===== src/rtl/consistent_hash_ring_top_defines.svh =====
// Assertion macros shared by the ring modules.
// Depends on nothing; the user module supplies clk and rst.
`ifndef CONSISTENT_HASH_RING_TOP_DEFINES_SVH
`define CONSISTENT_HASH_RING_TOP_DEFINES_SVH
`ifndef NO_ASSERTIONS
`define CHR_ASSERT(label, cond, msg) \
  label: assert property (@(posedge clk) disable iff (rst) (cond)) else $error(msg);
`define CHR_IMPLY(label, ante, cons, msg) \
  label: assert property (@(posedge clk) disable iff (rst) (ante) |-> (cons)) else $error(msg);
`define CHR_NEXT(label, ante, cons, msg) \
  label: assert property (@(posedge clk) disable iff (rst) (ante) |=> (cons)) else $error(msg);
`else
`define CHR_ASSERT(label, cond, msg)
`define CHR_IMPLY(label, ante, cons, msg)
`define CHR_NEXT(label, ante, cons, msg)
`endif
`endif


===== src/rtl/chr_pkg.sv =====
// Types, codes and hash helpers for the consistent hash ring.
// No dependencies.
package chr_pkg;

  typedef enum logic [1:0] {
    OP_ADD    = 2'd0,
    OP_LOOKUP = 2'd1,
    OP_REMOVE = 2'd2,
    OP_NONE   = 2'd3
  } op_t;

  typedef enum logic [1:0] {
    KIND_LOOKUP = 2'd0,
    KIND_ADD    = 2'd1,
    KIND_REMOVE = 2'd2,
    KIND_UNUSED = 2'd3
  } kind_t;

  localparam logic [31:0] FNV_BASIS = 32'd2166136261;
  localparam logic [31:0] FNV_PRIME = 32'd16777619;
  localparam logic [7:0]  SEP_CHAR  = 8'h23;
  localparam logic [7:0]  ZERO_CHAR = 8'h30;
  localparam int          DIGITS    = 5;

  typedef struct packed {
    logic [31:0] hash;
    logic [3:0]  owner;
  } entry_t;

  typedef struct packed {
    logic  accept;
    logic  lu_init;
    logic  srch_rd;
    logic  srch_step;
    logic  drop_init;
    logic  drop_rd;
    logic  drop_wr;
    logic  drop_end;
    logic  add_init;
    logic  pt_start;
    logic  pt_digit;
    logic  ins_init;
    logic  chk_rd;
    logic  ovw_wr;
    logic  ins_drop;
    logic  shift_init;
    logic  shift_rd;
    logic  shift_wr;
    logic  ins_wr;
    logic  pt_next;
    logic  lu_rd;
    logic  res_load;
    kind_t res_kind;
  } cmd_t;

  typedef struct packed {
    logic id_ok;
    logic srch_done;
    logic drop_done;
    logic pt_done;
    logic dig_last;
    logic eq;
    logic full;
    logic shift_done;
    logic out_free;
  } sts_t;

  function automatic logic [31:0] fnv_fold(input logic [31:0] h, input logic [7:0] b);
    logic [31:0] x;
    x = h ^ {24'd0, b};
    return x * FNV_PRIME;
  endfunction

endpackage


===== src/rtl/chr_controller.sv =====
// Sequencer for hashing, ring search, compaction and point insertion.
// Depends on chr_pkg and the assertion macro header.
`include "consistent_hash_ring_top_defines.svh"
module chr_controller
  import chr_pkg::*;
(
  input  logic clk,
  input  logic rst,
  input  logic in_valid,
  input  op_t  in_op,
  input  logic in_last,
  output logic in_ready,
  input  sts_t sts,
  output cmd_t cmd
);

  typedef enum logic [4:0] {
    IDLE, LU_INIT, ADD_INIT, DROP_INIT, DROP_RD, DROP_WR, PT_CHK, PT_DIG,
    INS_INIT, SRCH, SRCH_W, CHK_RD, CHK, SHIFT, SHIFT_W, PT_NEXT, LU_RD, RES
  } state_t;

  state_t state, state_next;
  kind_t  kind;
  logic   is_ins;

  assign in_ready = (state == IDLE);

  always_comb begin
    cmd          = '0;
    cmd.res_kind = kind;
    state_next   = state;
    case (state)
      IDLE: begin
        if (in_valid) begin
          cmd.accept = 1'b1;
          case (in_op)
            OP_REMOVE: state_next = DROP_INIT;
            OP_ADD:    if (in_last) state_next = ADD_INIT;
            OP_LOOKUP: if (in_last) state_next = LU_INIT;
            default:   state_next = IDLE;
          endcase
        end
      end
      LU_INIT: begin
        cmd.lu_init = 1'b1;
        state_next  = SRCH;
      end
      ADD_INIT: begin
        cmd.add_init = 1'b1;
        state_next   = sts.id_ok ? DROP_INIT : RES;
      end
      DROP_INIT: begin
        if (sts.id_ok) begin
          cmd.drop_init = 1'b1;
          state_next    = DROP_RD;
        end else begin
          state_next = RES;
        end
      end
      DROP_RD: begin
        if (sts.drop_done) begin
          cmd.drop_end = 1'b1;
          state_next   = (kind == KIND_ADD) ? PT_CHK : RES;
        end else begin
          cmd.drop_rd = 1'b1;
          state_next  = DROP_WR;
        end
      end
      DROP_WR: begin
        cmd.drop_wr = 1'b1;
        state_next  = DROP_RD;
      end
      PT_CHK: begin
        if (sts.pt_done) begin
          state_next = RES;
        end else begin
          cmd.pt_start = 1'b1;
          state_next   = PT_DIG;
        end
      end
      PT_DIG: begin
        cmd.pt_digit = 1'b1;
        if (sts.dig_last) state_next = INS_INIT;
      end
      INS_INIT: begin
        cmd.ins_init = 1'b1;
        state_next   = SRCH;
      end
      SRCH: begin
        if (sts.srch_done) begin
          state_next = is_ins ? CHK_RD : LU_RD;
        end else begin
          cmd.srch_rd = 1'b1;
          state_next  = SRCH_W;
        end
      end
      SRCH_W: begin
        cmd.srch_step = 1'b1;
        state_next    = SRCH;
      end
      CHK_RD: begin
        cmd.chk_rd = 1'b1;
        state_next = CHK;
      end
      CHK: begin
        if (sts.eq) begin
          cmd.ovw_wr = 1'b1;
          state_next = PT_NEXT;
        end else if (sts.full) begin
          cmd.ins_drop = 1'b1;
          state_next   = PT_NEXT;
        end else begin
          cmd.shift_init = 1'b1;
          state_next     = SHIFT;
        end
      end
      SHIFT: begin
        if (sts.shift_done) begin
          cmd.ins_wr = 1'b1;
          state_next = PT_NEXT;
        end else begin
          cmd.shift_rd = 1'b1;
          state_next   = SHIFT_W;
        end
      end
      SHIFT_W: begin
        cmd.shift_wr = 1'b1;
        state_next   = SHIFT;
      end
      PT_NEXT: begin
        cmd.pt_next = 1'b1;
        state_next  = PT_CHK;
      end
      LU_RD: begin
        cmd.lu_rd  = 1'b1;
        state_next = RES;
      end
      RES: begin
        if (sts.out_free) begin
          cmd.res_load = 1'b1;
          state_next   = IDLE;
        end
      end
      default: state_next = IDLE;
    endcase
  end

  always_ff @(posedge clk) begin
    if (rst) begin
      state  <= IDLE;
      kind   <= KIND_LOOKUP;
      is_ins <= 1'b0;
    end else begin
      state <= state_next;
      if (cmd.accept) begin
        case (in_op)
          OP_REMOVE: kind <= KIND_REMOVE;
          OP_ADD:    kind <= KIND_ADD;
          default:   kind <= KIND_LOOKUP;
        endcase
      end
      if (cmd.lu_init) is_ins <= 1'b0;
      if (cmd.ins_init) is_ins <= 1'b1;
    end
  end

  `CHR_IMPLY(a_res_room, cmd.res_load, sts.out_free, "result loaded over a pending result")
  `CHR_IMPLY(a_ins_room, cmd.ins_wr, !sts.full, "insertion into a full ring")
  `CHR_ASSERT(a_one_write, $onehot0({cmd.drop_wr, cmd.ovw_wr, cmd.shift_wr, cmd.ins_wr}),
              "two ring writes in one cycle")

endmodule


===== config.mk =====
export PLATFORM = sky130hd
export DESIGN_NAME = chr_controller
export DESIGN_NICKNAME = d
export VERILOG_FILES = /design/src/rtl/chr_pkg.sv /design/src/rtl/chr_controller.sv
export VERILOG_INCLUDE_DIRS = /design/src /design/src/rtl
export SDC_FILE = /design/constraint.sdc
export NUM_CORES = 1
export LEC_CHECK = 0
export BUFFER_PORTS_ARGS = -buffer_cell sky130_fd_sc_hd__buf_4
export CELL_PAD_IN_SITES_DETAIL_PLACEMENT = 1
export CELL_PAD_IN_SITES_GLOBAL_PLACEMENT = 1
export CORE_UTILIZATION = 31
export DETAILED_ROUTE_END_ITERATION = 8
export PLACE_DENSITY = 0.87
export SYNTH_ARGS = -nofsm -noshare
export SYNTH_HDL_FRONTEND = slang
export SYNTH_SLANG_ARGS = --single-unit

===== constraint.sdc =====
create_clock -name clk -period 1.8 [get_ports clk]
set_input_delay 0.45 -clock clk [delete_from_list [all_inputs] [get_ports clk]]
set_output_delay 0.45 -clock clk [all_outputs]
set_load 0.005 [all_outputs]

# ---- Yosys cells after proc, flatten, opt, wreduce, memory -nomap -nowiden
# Index checks and enable logic that the tools add are counted.
# Widths: inputs -> output; s select.
dict set report op_classes {
  addsub 0
  multipliers 0
  n_div 0
  order_cmp 0
  n_eq_ne 25
  shifts 0
  muxes 53
  n_bitwise 0
  n_reduce_logical 5
}
# cell n
set ops {}
lappend ops {{$pmux 5 s16} 1}
lappend ops {{$mux 5} 13}
lappend ops {{$eq 5x4->1 const B} 8}
lappend ops {{$mux 1} 34}
lappend ops {{$eq 5x3->1 const B} 4}
lappend ops {{$pmux 5 s3} 1}
lappend ops {{$eq 5x2->1 const B} 2}
lappend ops {{$eq 5x5->1 const B} 2}
lappend ops {{$ne 2x2->1 const B} 3}
lappend ops {{$ne 3x3->1 const B} 2}
lappend ops {{$eq 5x1->1 const B} 1}
lappend ops {{$logic_not 5->1} 1}
lappend ops {{$reduce_and 5->1} 1}
lappend ops {{$eq 2x1->1 const B} 2}
lappend ops {{$mux 2} 2}
lappend ops {{$pmux 2 s2} 1}
lappend ops {{$mux 3} 1}
lappend ops {{$reduce_or 3->1} 1}
lappend ops {{$eq 2x2->1 const B} 1}
lappend ops {{$logic_not 2->1} 1}
lappend ops {{$reduce_bool 2->1} 1}
dict set report word_totals {
  register_bits 8
  latchBits 0
  mem_bits_rw 0
  mem_bits_ro 0
  wordCells 86
  mem_count 0
}

# ---- Depth between registers and ports, before layout
dict set report logic_depth {
  ltp_word 4
  ltp_mapped 6
  ltp_nobuf 6
}

# ---- Worst setup path after synthesis
# OpenSTA, ideal clock, no wires.
dict set report synth_path {
  path_kind {input port to flip-flop}
  startpoint {input port in_op[0]}
  endpoint {register state[0]}
  setup_time_ns 0.086
  t_arrival_ns 1.555
  t_required_ns 1.714
  setup_slack_ns 0.159
  path_stages 6
  cell_sequence {inv_1 > ha_1 > or3b_2 > a21oi_1 > a211oi_1 > a221oi_2}
}
dict set report synth_via {
  elab_chain_cells 4
}
# item line
set synth_rtl {}
lappend synth_rtl {{from (decl)} chr_controller.sv:10} ;# input op_t in_op,
lappend synth_rtl {{$eq 2x1->1, or another cell as far along} chr_controller.sv:36} ;# case (in_op)
lappend synth_rtl {{$pmux 5 s3} chr_controller.sv:36}
lappend synth_rtl {{$mux 5} chr_controller.sv:34} ;# if (in_valid) begin
lappend synth_rtl {{$pmux 5 s16} chr_controller.sv:32} ;# case (state)
lappend synth_rtl {{to (signal assigned)} chr_controller.sv:154} ;# state <= state_next;
lappend synth_rtl {{to (decl)} chr_controller.sv:22} ;# state_t state, state_next;
# Several ways; a longest one is shown, not always the timed one. The select of a mux whose other input is x is not followed.
# A chain may end at the register's enable or synchronous reset.

==> impl_results.md <==
- Run status: finished with violations
- Failing checks: setup timing
- Vias in the first global route: 1244
- Global-route wire length before repair: 6085 µm
- R2R Path End: state[0]$_SDFFE_PP0P_
- DR iter-0 viols: 53
- Power Dens Cells: 985.0 mW/mm²
- Post-Syn Area per Cell: 6.784 µm²
- CTS root buf: clkbuf_4
- Worst-Skew Late Latency: 0.28 ns
- Routed wire length on met3: 132 µm
- Longest Clk Path Bufs: 2
- Fin area: 0.001558 mm²
- Area grow syn2layout: 70.08%
- DP HPWL: 2795 µm
- Top cell type's share of synthesized area: 17.49%
- EDFF count, synth: 0
- CP Data Arrival Time: 1.39 ns
- Antenna-violating nets left: 0
- Antenna cells: 0
- Number of hold buffers added after cts: 0
- Worst R2R Path Depth: 5
- Post-synth ARST share: 0%
- Leading register cell type out of synthesis: dfxtp_1
- Proportion of layout cells with a drive suffix above 1: 52.94%
- Area leader, netlist: dfxtp_1
- DP Area: 0.001315 mm²
- Sequential area share after synthesis: 17.49%
- Max Slew Vio Count: 0
- Routed len/inst: 17.82 µm
- Grt ovf: 0
- Worst Skew: 0.007867 ns
- RSZ-0062 raised after global routing: yes
- CTS buffer count: 3
- # IOs: 40
- Setup violations, final: 6
- Initial antenna violation count: 0
- Port bufs: 39
- CP Launch Point: state[1]$_SDFFE_PP0P_
- CTS tree: built
- Crit. End Element: output pin
- DR vias/cell: 5.532
- Tmin final: 1.836 ns
- WS Path Type: reg -> out
- Top Layer Used: met4
- Tcrit/Tclk final: 102.0%
- FILL cells: 350
- GR Util All Layers: 24.68%
- Max rail drop VDD: 0.0008451 V
- Vias: 1206
- CTS H-tree lvls: 1
- Max-Slew Margin vs Limit: 79.59%
- Post-synth cell types: 45
- Worst-Margin Slew: 0.3055 ns
- Rows: 19
- WHS: 0.4062 ns
- Die Span Y: 56.36 µm
- DRT Pass-1 Iters: 4
- Overall routed net length: 3884 µm
- Post-Place Worst Slack: -0.02240 ns
- Nets: 208
- Met2 wire len: 2038 µm
- Max Cap Violations: 0
- Syn. warnings: 0
- Leak Pwr: 0.0007251 µW
- Initial Utilization: 32.93%
- Worst flop-to-flop path startpoint: state[2]$_SDFFE_PP0P_
- Post-Syn Nets: 154
- Final core occ: 56.01%
- Fin. Hold Viols: 0
- Final Power: 1534 µW
- GP Congestion: 0.8757
- Worst-path fanout max: 7
- Worst setup endpoint: cmd[18]
- Synthesized area: 915.9 µm²
- CORE AREA: 0.002781 mm²
- Clock Pin Slew Worst Setup and Hold Paths: 0.07 ns
- Fmax: 544.6 MHz
- Synth Register Bits: 8
- Post-synthesis cell count: 135
- Worst R2R Setup Slack: 0.13 ns
- Die Span X: 56.36 µm
- DRT met1 WL: 1675 µm
- Post-route worst setup slack: -0.03631 ns
- Die ar.: 0.003176 mm²
- Hold crit path type: in -> reg
- Clock sink total: 8
- Largest net degree at the start of global routing: 15
- Critical Path RT: 1.35 ns
- CP startpoint kind: register
- Post-route DRC: 0
- Synth area leaders: dfxtp_1, nor2_1, ha_1
-- layout by cell type, fill, tap and decap left out, drive strengths merged, types with 5 or more instances in the layout --
cell	instances
a21oi	7
buf	61
dfxtp	8
inv	7
nand2	9
nand2b	5
nor2	22
nor2b	5
nor3	10
o21ai	5
-- worst max-delay path: stages, from the launching register on --
cell and delay, ns:
dfxtp_4 0.39, or3b_4 0.44, nor3_2 0.14, buf_4 0.14
-- per-layer routing --
metal  vias to the layer above  global-route usage, %
li1                        584                      -
met1                       585                  29.83
met5                         -                      0
met3                         6                  2.535
met4                         0                  6.620
met2                        31                  45.92
-- report_power, final --
group	switching, µW	internal, µW	total, µW	leakage, µW
clock	80.9	77.5	158	0.0000138
sequential	103	234	337	0.0000689
combinational	524	514	1040	0.000642
-- per-stage QoR --
| step | cells | setup TNS (ns) |
|---|---|---|
| finish | 218 | -0.1161 |
| global route | 218 | -0.4650 |
| CTS | 218 | -0.1101 |
| detailed placement | 210 | -0.02240 |
| global placement | 210 | 0 |
| floorplan | 135 | 0 |
-- flip-flops by register name (all words and copies together) (netlist names) --
name    flops
state       5
kind        2
is_ins      1
-- synthesized netlist by cell type, drive strengths merged (3+ instances only) --
cell	count
nand2	9
nor2	22
dfxtp	8
nand2b	5
nand3	3
ha	4
clkbuf	4
a21oi	7
buf	8
inv	7
and3	3
o21ai	5
nor2b	5
nor3	10
nor3b	3
-- how the worst min path moves through the flow --
stage / depth (start not counted) / slack (ns) / startpoint / end
floorplan: 2 / 0.46 / is_ins$_SDFFE_PP0P_ / is_ins$_SDFFE_PP0P_
global placement: 2 / 0.47 / is_ins$_SDFFE_PP0P_ / is_ins$_SDFFE_PP0P_
detailed placement: 2 / 0.48 / is_ins$_SDFFE_PP0P_ / is_ins$_SDFFE_PP0P_
CTS: 2 / 0.41 / rst / state[0]$_SDFFE_PP0P_
global route: 2 / 0.41 / rst / state[0]$_SDFFE_PP0P_
finish: 2 / 0.41 / rst / state[0]$_SDFFE_PP0P_
-- final cells by class --
cell class / count / area (µm²) / share of cell area, %
clock buffer: 3 / 22.52 / 1.446
multi-input combinational: 108 / 822.0 / 52.77
tap: 31 / 38.79 / 2.490
timing repair buffer: 61 / 469.2 / 30.12
inverter: 7 / 26.28 / 1.687
sequential: 8 / 178.9 / 11.49
-- repair_timing --
item                       in CTS  in global routing
buffers inserted                5                  0
setup endpoints to repair      23                 22
resized for setup              25                 24
pin swaps                       1                  2
-- cell families after synthesis --
| group | count (synthesis) | synth area share (%) |
|---|---|---|
| DFF | 8 | 17.49 |
| AOI/OAI and AO/OA | 31 | 23.77 |
| muxes | 3 | 3.415 |
| and+or+nand+nor | 70 | 40.44 |
| adders and majority gates | 4 | 5.465 |
| buffers and inverters | 19 | 9.426 |
Note: power is estimated with default switching activity, not from simulation.
